File: config.mk
export PLATFORM = sky130hd
export DESIGN_NAME = string_to_unsigned_parser_core
export DESIGN_NICKNAME = d
export VERILOG_FILES = /design/src/hw/rtl/stup_pkg.sv /design/src/hw/rtl/stup_parser.sv /design/src/hw/rtl/string_to_unsigned_parser_core.sv
export SDC_FILE = /design/constraint.sdc
export NUM_CORES = 1
export LEC_CHECK = 0
export BUFFER_PORTS_ARGS = -buffer_cell sky130_fd_sc_hd__buf_4
export CAP_MARGIN = 5
export CORE_ASPECT_RATIO = 0.75
export CORE_MARGIN = 5
export CORE_UTILIZATION = 50
export CTS_BUF_LIST = sky130_fd_sc_hd__clkbuf_16
export CTS_CLUSTER_DIAMETER = 150
export DETAILED_ROUTE_END_ITERATION = 16
export GPL_ROUTABILITY_DRIVEN = 0
export PLACE_DENSITY = 0.67
export REMOVE_ABC_BUFFERS = 1
export SYNTH_ARGS = -nofsm -noshare
export SYNTH_HDL_FRONTEND = slang
export SYNTH_SLANG_ARGS = --single-unit
File: constraint.sdc
create_clock -name clk -period 10.19 [get_ports clk]
set_clock_uncertainty 0.2 [all_clocks]
set_input_delay 2.038 -clock clk [delete_from_list [all_inputs] [get_ports clk]]
set_output_delay 2.038 -clock clk [all_outputs]
set_load 0.005 [all_outputs]
File: src/hw/rtl/stup_pkg.sv
// ----------------------------------------------------------------------------
// stup_pkg
// Shared types, character codes and digit decoding for the string to
// unsigned parser.
// ----------------------------------------------------------------------------
package stup_pkg;

	typedef enum logic [2:0] {
		PH_SPACE  = 3'd0,
		PH_FIRST  = 3'd1,
		PH_ZERO   = 3'd2,
		PH_DIGITS = 3'd3,
		PH_DONE   = 3'd4
	} phase_t;

	typedef struct packed {
		logic [63:0] value;
		logic [15:0] offset;
	} result_t;

	typedef struct packed {
		logic       ok;
		logic [4:0] val;
	} digit_t;

	localparam logic [7:0] ChNul   = 8'h00;
	localparam logic [7:0] ChTab   = 8'h09;
	localparam logic [7:0] ChLf    = 8'h0A;
	localparam logic [7:0] ChVt    = 8'h0B;
	localparam logic [7:0] ChFf    = 8'h0C;
	localparam logic [7:0] ChCr    = 8'h0D;
	localparam logic [7:0] ChSpace = 8'h20;
	localparam logic [7:0] ChPlus  = 8'h2B;
	localparam logic [7:0] ChMinus = 8'h2D;
	localparam logic [7:0] Ch0     = 8'h30;
	localparam logic [7:0] Ch9     = 8'h39;
	localparam logic [7:0] ChUpA   = 8'h41;
	localparam logic [7:0] ChUpF   = 8'h46;
	localparam logic [7:0] ChUpX   = 8'h58;
	localparam logic [7:0] ChLoA   = 8'h61;
	localparam logic [7:0] ChLoF   = 8'h66;
	localparam logic [7:0] ChLoX   = 8'h78;

	localparam logic [4:0] BaseAuto = 5'd0;
	localparam logic [4:0] BaseOct  = 5'd8;
	localparam logic [4:0] BaseDec  = 5'd10;
	localparam logic [4:0] BaseHex  = 5'd16;

	function automatic logic is_blank(input logic [7:0] c);
		return (c == ChSpace) || (c == ChTab) || (c == ChLf) || (c == ChCr) ||
			(c == ChFf) || (c == ChVt);
	endfunction

	function automatic digit_t digit_of(input logic [7:0] c, input logic [4:0] base);
		digit_t d;
		d.ok  = 1'b0;
		d.val = '0;
		if (base <= BaseDec) begin
			if ((c >= Ch0) && ({1'b0, c} < ({1'b0, Ch0} + {4'b0, base}))) begin
				d.ok  = 1'b1;
				d.val = 5'(c - Ch0);
			end
		end else begin
			if ((c >= Ch0) && (c <= Ch9)) begin
				d.ok  = 1'b1;
				d.val = 5'(c - Ch0);
			end else if ((c >= ChLoA) && (c <= ChLoF)) begin
				d.ok  = 1'b1;
				d.val = 5'(c - ChLoA) + BaseDec;
			end else if ((c >= ChUpA) && (c <= ChUpF)) begin
				d.ok  = 1'b1;
				d.val = 5'(c - ChUpA) + BaseDec;
			end
			if (d.val >= base) begin
				d.ok = 1'b0;
			end
		end
		return d;
	endfunction

endpackage

File: src/hw/rtl/stup_parser.sv
// ----------------------------------------------------------------------------
// stup_parser
// Parse state and the per-character step: white space, sign, base prefix
// and digit accumulation, with the result formed at the terminator.
// ----------------------------------------------------------------------------
module stup_parser #(
	parameter int MAX_LENGTH = 65535
) (
	input  logic                 clk,
	input  logic                 arst_n,
	input  logic                 step_en,
	input  logic [7:0]           char_in,
	input  logic [4:0]           number_base,
	output stup_pkg::result_t    result
);

	localparam logic [15:0] MaxPos = 16'(MAX_LENGTH);

	stup_pkg::phase_t phase_q, phase_n;
	logic [4:0]       base_q, base_n;
	logic             neg_q, neg_n;
	logic [63:0]      acc_q, acc_n;
	logic [15:0]      pos_q, pos_n;
	logic [15:0]      stop_q, stop_n;
	logic [15:0]      pos_inc;
	logic             taken;
	stup_pkg::digit_t dig;

	assign pos_inc = (pos_q >= MaxPos) ? MaxPos : pos_q + 16'd1;

	always_comb begin
		phase_n = phase_q;
		base_n  = base_q;
		neg_n   = neg_q;
		acc_n   = acc_q;
		taken   = 1'b0;
		dig     = '0;
		if (phase_n == stup_pkg::PH_SPACE) begin
			if (stup_pkg::is_blank(char_in)) begin
				taken = 1'b1;
			end else if ((char_in == stup_pkg::ChPlus) || (char_in == stup_pkg::ChMinus)) begin
				neg_n   = (char_in == stup_pkg::ChMinus);
				phase_n = stup_pkg::PH_FIRST;
				taken   = 1'b1;
			end else begin
				phase_n = stup_pkg::PH_FIRST;
			end
		end
		if (!taken && (phase_n == stup_pkg::PH_FIRST)) begin
			if (((number_base == stup_pkg::BaseAuto) || (number_base == stup_pkg::BaseHex)) &&
				(char_in == stup_pkg::Ch0)) begin
				base_n  = (number_base == stup_pkg::BaseAuto) ? stup_pkg::BaseOct
					: stup_pkg::BaseHex;
				acc_n   = '0;
				phase_n = stup_pkg::PH_ZERO;
				taken   = 1'b1;
			end else begin
				base_n  = (number_base == stup_pkg::BaseAuto) ? stup_pkg::BaseDec : number_base;
				phase_n = stup_pkg::PH_DIGITS;
			end
		end
		if (!taken && (phase_n == stup_pkg::PH_ZERO)) begin
			if ((char_in == stup_pkg::ChLoX) || (char_in == stup_pkg::ChUpX)) begin
				base_n = stup_pkg::BaseHex;
				taken  = 1'b1;
			end
			phase_n = stup_pkg::PH_DIGITS;
		end
		if (!taken && (phase_n == stup_pkg::PH_DIGITS)) begin
			dig = stup_pkg::digit_of(char_in, base_n);
			if (dig.ok) begin
				acc_n = acc_q * 64'(base_n) + 64'(dig.val);
				taken = 1'b1;
			end else begin
				phase_n = stup_pkg::PH_DONE;
			end
		end
	end

	always_comb begin
		pos_n  = pos_inc;
		stop_n = taken ? pos_inc : stop_q;
	end

	always_comb begin
		result.value  = neg_q ? (~acc_q + 64'd1) : acc_q;
		result.offset = stop_q;
	end

	always_ff @(posedge clk or negedge arst_n) begin
		if (!arst_n) begin
			phase_q <= stup_pkg::PH_SPACE;
			base_q  <= '0;
			neg_q   <= 1'b0;
			acc_q   <= '0;
			pos_q   <= '0;
			stop_q  <= '0;
		end else if (step_en) begin
			if (char_in == stup_pkg::ChNul) begin
				phase_q <= stup_pkg::PH_SPACE;
				base_q  <= '0;
				neg_q   <= 1'b0;
				acc_q   <= '0;
				pos_q   <= '0;
				stop_q  <= '0;
			end else begin
				phase_q <= phase_n;
				base_q  <= base_n;
				neg_q   <= neg_n;
				acc_q   <= acc_n;
				pos_q   <= pos_n;
				stop_q  <= stop_n;
			end
		end
	end

endmodule

File: src/hw/rtl/string_to_unsigned_parser_core.sv
// ----------------------------------------------------------------------------
// string_to_unsigned_parser_core
// Streaming string to unsigned integer parser in the style of strtoul.
// ----------------------------------------------------------------------------
// One string byte enters per transaction on the slave side, and a zero byte
// ends the string; that terminator, and only it, yields one transaction on the
// master side with the 64-bit value and the end offset. A new byte is taken in
// every cycle unless a held terminator stalls it: each byte is registered in the
// input register and folded into the parse state by a single multiply-add by
// the radix, and the result is registered at the output. Only a terminator that
// meets a still untaken result waits. The radix register is sampled at the
// first character after white space and sign.
module string_to_unsigned_parser_core #(
	parameter int MAX_LENGTH = 65535
) (
	input  logic        clk,
	input  logic        arst_n,
	input  logic        cfg_we,
	input  logic [4:0]  cfg_wdata,
	input  logic        s_axis_tvalid,
	output logic        s_axis_tready,
	input  logic [7:0]  s_axis_tdata,   // [7:0] char_in
	output logic        m_axis_tvalid,
	input  logic        m_axis_tready,
	output logic [79:0] m_axis_tdata    // [63:0] parsed_value, [79:64] end_offset
);

	logic [4:0]         base_q;
	logic               valid_s1;
	logic [7:0]         char_s1;
	logic               step_en;
	logic               out_free;
	logic               is_term;
	logic               out_valid_q;
	stup_pkg::result_t  out_q;
	stup_pkg::result_t  result;

	assign is_term       = (char_s1 == stup_pkg::ChNul);
	assign out_free      = !out_valid_q || m_axis_tready;
	assign step_en       = valid_s1 && (!is_term || out_free);
	assign s_axis_tready = !valid_s1 || step_en;

	always_ff @(posedge clk or negedge arst_n) begin
		if (!arst_n) begin
			base_q <= '0;
		end else if (cfg_we) begin
			base_q <= cfg_wdata;
		end
	end

	always_ff @(posedge clk or negedge arst_n) begin
		if (!arst_n) begin
			valid_s1 <= 1'b0;
		end else if (s_axis_tready) begin
			valid_s1 <= s_axis_tvalid;
		end
	end

	always_ff @(posedge clk) begin
		if (s_axis_tready && s_axis_tvalid) begin
			char_s1 <= s_axis_tdata;
		end
	end

	stup_parser #(
		.MAX_LENGTH(MAX_LENGTH)
	) u_parser (
		.clk        (clk),
		.arst_n     (arst_n),
		.step_en    (step_en),
		.char_in    (char_s1),
		.number_base(base_q),
		.result     (result)
	);

	always_ff @(posedge clk or negedge arst_n) begin
		if (!arst_n) begin
			out_valid_q <= 1'b0;
		end else if (step_en && is_term) begin
			out_valid_q <= 1'b1;
		end else if (m_axis_tready) begin
			out_valid_q <= 1'b0;
		end
	end

	always_ff @(posedge clk) begin
		if (step_en && is_term) begin
			out_q <= result;
		end
	end

	assign m_axis_tvalid = out_valid_q;
	assign m_axis_tdata  = {out_q.offset, out_q.value};

endmodule

---- Word level (Yosys, flattened, before mapping) ----
Cells that the tools add are included.
W data, S select, Z words.
operators by class
  bitwise gates (word level) .............. 1
  add/subtract/negate cells ............... 9
  shift operators ......................... 0
  div/mod/pow operators ................... 0
  equal/unequal tests ..................... 16
  magnitude comparators ................... 10
  multiplexer cells ....................... 49
  reduce and logical (&&, ||, !) cells .... 37
  multipliers ............................. 1
operator list
  cell                     count
  $mux W64                 6
  $add A64 B1 Y64 const B  1
  $add A64 B5 Y64          1
  $mul A64 B5 Y64          1
  $mux W16                 4
  $not A64 Y64             1
  $mux W6                  8
  $eq A8 B4 Y1 const B     5
  $mux W5                  7
  $eq A8 B6 Y1 const B     4
  $mux W3                  7
  $mux W1                  17
  $add A16 B1 Y16 const B  1
  $eq A8 B7 Y1 const B     2
  $ge A16 B16 Y1 const B   1
  $ge A8 B7 Y1 const B     2
  $le A8 B7 Y1 const B     2
  $logic_and A1 B1 Y1      11
  $logic_or A1 B1 Y1       11
  $add A5 B4 Y5 const B    2
  $sub A5 B1 Y5 const B    2
  $ge A8 B6 Y1 const B     1
  $le A8 B6 Y1 const B     1
  $logic_not A8 Y1         1
  15 further kinds         24
word-level totals
  memory bits (writable) .................. 0
  logic and storage cells ................. 135
  output and inout port bits .............. 82
  latch bits .............................. 0
  memories kept ........................... 0
  register bits after elaboration ......... 200
  ROM bits ................................ 0

---- Depth between registers and ports, before layout ----
Gate-level depths: netlist of run 1.
  depth in word-level cells ............... 25
  mapped depth ............................ 31
  depth with buffers taken out ............ 31

---- Hierarchy ----
Synthesis of run 1 repeated with hierarchy kept, for this count alone.
second synthesis, totals
  cells, all modules ...................... 2091
  area, all modules ....................... 19855.3 µm²
by module, submodules not included
  module                          sequential area each (µm²)  times used  cells an instance  area an instance (µm²)
  stup_parser                     2627.5                      1           1980               16874.9
  string_to_unsigned_parser_core  2817.7                      1           111                2980.4

---- Worst setup path after synthesis of run 1 ----
OpenSTA, ideal clock, no wires.
  path kind ............................... register to register
  from .................................... register char_s1[1]
  to ...................................... register u_parser.acc_q[60]
  library setup time ...................... 0.122 ns
  data arrival time ....................... 7.679 ns
  stages on the path, launching flop included .. 31
  clock period less this slack ............ 8.001 ns
  path buffers ............................ 1
  slack ................................... 2.189 ns
  data required time ...................... 9.868 ns
  cells stage by stage .................... edfxtp_1 > inv_1 > ha_1 > or4_4 > a41oi_4 > nand2_4 > nand2_1 > nand3_1 > clkbuf_1 > ha_1 > a21o_1 > a2111oi_0 > nand2b_1 > nor2_1 > a22oi_1 > fa_1 > inv_1 > ha_1 > fa_1 > inv_1 > fa_1 > nor2b_1 > o31a_1 > o211ai_1 > a211oi_2 > o211ai_1 > o41a_1 > o21ai_0 > a21oi_1 > or4_1 > a32o_1
between the ends
  word-level cells in the longest chain between the ends .. 24
  elaborated cells between the ends (all ways) .. 83
ends and longest elaborated chain
  item                                                                   line                                  RTL
  start, declared                                                        string_to_unsigned_parser_core.sv:30  logic [7:0] char_s1;
  start signal, assigned                                                 string_to_unsigned_parser_core.sv:61  char_s1 <= s_axis_tdata;
  parallel branches: the longest is 24 deep, another holds $eq A8 B6 Y1  -
  end signal, assigned                                                   stup_parser.sv:110                    acc_q <= acc_n;
  end, declared                                                          stup_parser.sv:22                     logic [63:0] acc_q, acc_n;
Several ways; the timed one is not identified. The select of a mux whose other input is x is not followed.
A chain may end at the register's enable or synchronous reset.

---- Worst setup path after layout of run 1 ----
  from .................................... register char_s1[1]
  to ...................................... register u_parser.acc_q[58]
Same word-level chain as after synthesis.

==> out/results.ini, run 1 <==
[status]
outcome = finished, final reports clean

[synthesis]
synthCells = 2082
avgSynthCellArea_um2 = 9.560
yosys_register_bits = 200
synthArstFlopShare_pct = 56.00
synth_area_leaders = fa_1 18%, dfrtp_1 14%, edfxtp_1 13%
mappedNetlistArea_um2 = 19900
synth-edff-count = 88
fraction_of_synthesized_cell_area_taken_by_the_top_area_cell_type_pct = 18.41
ys_warn_count = 0
seq_area_frac_synth_pct = 27.36
synth.largest_area_cell = fa_1
yosysUniqueCellTypes = 82
ys.flop_type = dfrtp_1

[power_and_ir_drop]
p_leak_nw = 10.75
power.density_nw_per_um2 = 95.29
sequentialPowerShare_pct = 45.0
cellInternalPower_w = 0.001367
total_power_w = 0.002040
irDropWorstVdd_v = 0.0001562
power.share.switching_pct = 32.98
power_switching_w = 0.0006728
power.clock.fraction_pct = 34.4
power_frac_comb_pct = 20.6

[sta]
max_slew.worst_pin.slew_ns = 1.117
timing.final.hold_violations = 0
unrepaired_setup_endpoints_after_global_routing = no
slew_viol_final = 0
finalCriticalPeriod_ns = 9.085
slew-limit-headroom_pct = 25.51
setup_viol = 0
timing.fmax_ghz = 0.1101
min_period_over_period_pct = 89.16
worst_hold_slack_ns = 0.2473

[route]
antenna_left = 0
post_drt_wl_per_cell_um = 19.68
count_of_vias_placed_by_the_detailed_router = 15582
drt-total-wl_um = 51020
drc = 0
drtPass1Iterations = 6
first_iter_violations = 1388
vias_per_cell = 6.009

[clock_network]
insertion_delay_of_the_later_clocked_pin_in_the_worst_skew_pair_ns = 0.46
cts_tree = built
post_cts_buffers = 0
tritoncts_num_sinks = 200
tritoncts.num_buffers = 17
ctsResizeCount = 0
clock_tree.htree_level_count = 4
ctsRootBufferMaster = clkbuf_16
post_cts_hold_buffer_count = 0
clock_path_buffers = 2
cts.reportedPaths.clkPinSlew_ns = 0.08

[finish]
fin_nets = 2404
antenna_cells_inserted = 0
utilization_after_layout_pct = 54.32
flow.area_growth_from_synthesis_pct = 7.562
fin_cells = 2593
drive_gt1_share_pct = 9.986

[worst_hold_path]
min_delay_path_depth = 0
worst_hold_path_type = flop to flop

[critical_path]
cp_data_required_time_ns = 10.34
r2r.worst_path.cells = 30
cp-start-kind = flop
critical_path_arrival_ns = 9.23
critical_path_fanout_max = 32
critPathCaptureType = flop
timing.critical_path.slowest_cell_delay_ns = 0.75
setup_slack_on_the_worst_flop_to_flop_path_ns = 1.10
worst_setup_path_category = flop to flop
crit_path_top_delay_cell = a2111oi_0

[global_routing]
grt_pass1_wl_um = 84700
grt_start_max_net_pins = 69
number_of_global_route_vias_before_repair = 15418
grt_antenna_before_repair = 0
grt.overflow.total = 0
overall_global_routing_usage_pct = 23.73

[floorplanning]
placement_rows = 63
chipHeight_um = 182.8
boundaryPins = 100
die_width_um = 240.4
dieArea_um2 = 43940
start_util_pct = 50.50
floorplan.core_area_um2 = 39410

[placement]
dp.cells = 2561
detailedPlacementHpwl_um = 37250
placement.io_buffers = 99

[job]
max_cap_viol_count = 0

-- routing by layer --
| layer | global-route usage [%] | share of wire, % |
|---|---|---|
| met1 | 36.88 | 48 |
| met2 | 35.28 | 44 |
| met3 | 4.254 | 7.3 |
| met4 | 4.446 | 1.2 |
| met5 | 0 | 0 |
-- final timing paths --
path,startpoint,endpoint
max,char_s1[1],u_parser.acc_q[58]
min,u_parser.stop_q[0],m_axis_tdata[64]
max reg2reg,char_s1[1],u_parser.acc_q[58]
min reg2reg,u_parser.stop_q[0],m_axis_tdata[64]
max in group asynchronous,arst_n,u_parser.neg_q
min in group asynchronous,arst_n,u_parser.stop_q[7]
-- Yosys cell counts, types with 59 or more instances --
master	count
a21oi_1	104
fa_1	183
nand2_1	275
and3_1	74
a22o_1	69
nor2_1	59
and2_1	67
dfrtp_1	112
xnor2_1	108
ha_1	143
edfxtp_1	88
inv_1	171
o21ai_0	82
clkbuf_1	126
-- final cells by class --
cell class	instances	area, µm²
Sequential cell	200	5446
Clock inverter	15	152.6
Fill cell	3503	18000
Inverter	171	641.9
Multi-Input combinational cell	1556	13240
Timing Repair Buffer	114	855.8
Tap cell	520	650.6
Clock buffer	17	425.4
-- power groups by stage --
stage	sequential (W)	combinational (W)	clock (W)
after global routing	0.000923	0.000459	0.000747
after floorplan	0.000925	0.000249	0
final	0.000919	0.000420	0.000701
after detailed placement	0.000934	0.000413	0
after CTS	0.000918	0.000416	0.000714
after global placement	0.000932	0.000401	0
-- cells in the final DEF, fill, tap and decap left out, types with 69 or more instances in the layout --
cell,netlist,final
a21oi_1,104,103
o21ai_0,82,82
edfxtp_1,88,88
fa_1,183,183
a22o_1,69,69
inv_1,171,174
buf_4,0,114
dfrtp_1,112,111
nand2_1,275,275
ha_1,143,143
xnor2_1,108,108
and3_1,74,73
-- stage by stage --
| stage | instance area, µm² | setup WS [ns] | TNS [ns] |
|---|---|---|---|
| 3_3_place_gp | 20830 | 1.396 | 0 |
| 5_1_grt | 21410 | 0.5588 | 0 |
| 6_report | 21410 | 1.105 | 0 |
| 2_1_floorplan | 19280 | -0.8385 | -8.510 |
| 3_5_place_dp | 20830 | 1.187 | 0 |
| 4_1_cts | 21410 | 1.140 | 0 |
-- sequential cells by signal, summed over array words and instances (netlist names) --
| name | count |
|---|---|
| u_parser.acc_q | 64 |
| char_s1 | 8 |
| u_parser.neg_q | 1 |
| valid_s1 | 1 |
| u_parser.base_q | 5 |
| m_axis_tvalid | 1 |
| m_axis_tdata | 80 |
| base_q | 5 |
| u_parser.phase_q | 3 |
| u_parser.stop_q | 16 |
| u_parser.pos_q | 16 |
-- cell families after synthesis --
kind of cell               count (synthesis)  share of synthesized area [%]
xor gates and xnor gates                 136                          6.054
DFF                                      200                          27.36
buffers and inverters                    326                          6.362
adders and majority gates                326                          27.40
and+or+nand+nor                          629                          15.92
AOI/OAI and AO/OA                        438                          15.19
muxes                                     27                          1.722
-- worst max-delay path: cells and delay by family (launching register included) --
family          cells  cell delay [ns]
fa+ha+maj           6             2.48
simple gates        7             1.59
buf+inv             4             0.51
flops               1             0.50
compound gates     13             3.67
(Power assumes the default switching activity.)
==> inputs of run 2 (changes only) <==
--- a/config.mk
+++ b/config.mk
@@ -14,6 +14,7 @@
 export CTS_CLUSTER_DIAMETER = 150
 export DETAILED_ROUTE_END_ITERATION = 16
 export GPL_ROUTABILITY_DRIVEN = 0
+export MAX_ROUTING_LAYER = met4
 export PLACE_DENSITY = 0.67
 export REMOVE_ABC_BUFFERS = 1
 export SYNTH_ARGS = -nofsm -noshare
==> run 2 against run 1 <==
Effect of this change: global-route usage increased by 0.74 points; cell count unchanged; register-to-register slack about the same; wire length decreased by 0.11%; critical path depth unchanged; sequential cell count unchanged; worst setup slack got worse by 0.0029 ns; die area unchanged; non-clock buffer count unchanged; largest cell class unchanged; largest power group unchanged.
==> out/results.ini, run 2 (same netlist as run 1, synthesis figures left out) <==
[status]
outcome = finished, final reports clean

[floorplanning]
chipHeight_um = 182.8  ; unchanged
dieArea_um2 = 43940  ; unchanged
boundaryPins = 100  ; unchanged
die_width_um = 240.4  ; unchanged
floorplan.core_area_um2 = 39410  ; unchanged
placement_rows = 63  ; unchanged
start_util_pct = 50.50  ; unchanged

[critical_path]
timing.critical_path.slowest_cell_delay_ns = 0.57  ; -0.18 ns
critPathCaptureType = flop
crit_path_top_delay_cell = or4_4
cp-start-kind = flop
cp_data_required_time_ns = 10.33  ; about the same
critical_path_arrival_ns = 9.23  ; about the same
critical_path_fanout_max = 32  ; unchanged
worst_setup_path_category = flop to flop

[clock_network]
cts_tree = built
ctsRootBufferMaster = clkbuf_16
clock_path_buffers = 2  ; unchanged
tritoncts_num_sinks = 200  ; unchanged
post_cts_hold_buffer_count = 0  ; unchanged
clock_tree.htree_level_count = 4  ; unchanged
tritoncts.num_buffers = 17  ; unchanged
ctsResizeCount = 0  ; unchanged
insertion_delay_of_the_later_clocked_pin_in_the_worst_skew_pair_ns = 0.46  ; about the same
post_cts_buffers = 0  ; unchanged
cts.reportedPaths.clkPinSlew_ns = 0.08  ; about the same

[finish]
fin_nets = 2404  ; unchanged
flow.area_growth_from_synthesis_pct = 7.562  ; unchanged
fin_cells = 2593  ; unchanged
max_reg_flops = 80  ; unchanged
most_frequent_standard_cell_in_the_layout_excluding_fill_and_tap_cells = nand2_1
layout_common_cells = 275 x nand2_1, 183 x fa_1, 174 x inv_1, 143 x ha_1, 114 x buf_4
utilization_after_layout_pct = 54.32  ; unchanged
drive_gt1_share_pct = 9.986  ; unchanged
antenna_cells_inserted = 0  ; unchanged

[sta]
timing.final.hold_violations = 0  ; unchanged
min_period_over_period_pct = 89.19  ; about the same
timing.fmax_ghz = 0.1100  ; about the same
totalNegativeSetupSlack_ns = 0  ; unchanged
max_slew.worst_pin.slew_ns = 1.124  ; +0.006999 ns
slew_viol_final = 0  ; unchanged
slew-limit-headroom_pct = 25.04  ; -0.47 points
unrepaired_setup_endpoints_after_global_routing = no
finalCriticalPeriod_ns = 9.088  ; +0.002880 ns
setup_viol = 0  ; unchanged

[job]
max_cap_viol_count = 0  ; unchanged

[placement]
dp.cells = 2561  ; unchanged
placement.io_buffers = 99  ; unchanged
detailedPlacementHpwl_um = 37250  ; unchanged

[route]
drtPass1Iterations = 6  ; unchanged
post_drt_wl_per_cell_um = 19.65  ; -0.11%
first_iter_violations = 1425  ; +2.7%
vias_per_cell = 6.002  ; -0.12%
count_of_vias_placed_by_the_detailed_router = 15563  ; -0.12%
drc = 0  ; unchanged
drt-total-wl_um = 50960  ; -0.11%
antenna_left = 0  ; unchanged

[global_routing]
grt.overflow.total = 0  ; unchanged
number_of_global_route_vias_before_repair = 15400  ; -0.12%
grt_antenna_before_repair = 0  ; unchanged
grt_pass1_wl_um = 84760  ; about the same
overall_global_routing_usage_pct = 24.48  ; +0.74 points
grt_start_max_net_pins = 69  ; unchanged

[power_and_ir_drop]
power.density_nw_per_um2 = 95.17  ; -0.12%
p_leak_nw = 10.75  ; unchanged
irDropWorstVdd_v = 0.0001559  ; -0.17%

[worst_hold_path]
worst_hold_path_type = flop to flop

==> run 2: cell counts in the layout (fill, tap and decap cells not counted) <==
Identical to the previous run, type by type.
==> run 2: final timing paths <==
path	from	to	slack, ns	cells past startpoint
max	char_s1[1]	u_parser.acc_q[60]	1.10	30
min	u_parser.stop_q[0]	m_axis_tdata[64]	0.25	0
max reg2reg	char_s1[1]	u_parser.acc_q[60]	1.10	30
min reg2reg	u_parser.stop_q[0]	m_axis_tdata[64]	0.25	0
max in group asynchronous	arst_n	u_parser.neg_q	7.01	2
min in group asynchronous	arst_n	u_parser.pos_q[12]	1.43	1
==> run 2: area by class of cell <==
class	instances	area (µm²)
Inverter	171	641.9
Clock inverter	15	152.6
Tap cell	520	650.6
Timing Repair Buffer	114	855.8
Multi-Input combinational cell	1556	13240
Sequential cell	200	5446
Clock buffer	17	425.4
Fill cell	3503	18000
==> run 2: per-layer routing <==
layer | global-route usage, % | wire length (µm) | vias to the layer above
li1 | - | - | 7082
met1 | 36.93 | 24430 | 7860
met2 | 35.27 | 22250 | 578
met3 | 4.269 | 3711 | 43
met4 | 4.446 | 576 | 0
met5 | - | 0 | -
==> run 2: where the power goes <==
part | switching [W] | internal [W] | leakage [nW] | total, W
combinational | 0.000296 | 0.000124 | 8.15 | 0.000420
clock | 0.000335 | 0.000364 | 0.295 | 0.000699
sequential | 0.0000389 | 0.000880 | 2.30 | 0.000919
total | 0.000670 | 0.00137 | 10.7 | 0.00204
==> run 2: metrics by stage <==
step                total power [W]  setup WS [ns]  instance area, µm²  hold slack (ns)
floorplan                  0.001174        -0.8385               19280           0.2194
global route               0.002129         0.5590               21410           0.2578
finish                     0.002038          1.102               21410           0.2473
detailed placement         0.001347          1.187               20830           0.2251
global placement           0.001333          1.396               20830           0.2249
CTS                        0.002047          1.140               21410           0.2433
==> run 2: worst max-delay path, delay by kind of cell (launching register included) <==
family / cells / cell delay, ns
flops: 1 / 0.50
compound gates: 12 / 3.15
simple gates: 8 / 2.10
buf+inv: 4 / 0.52
fa+ha+maj: 6 / 2.48
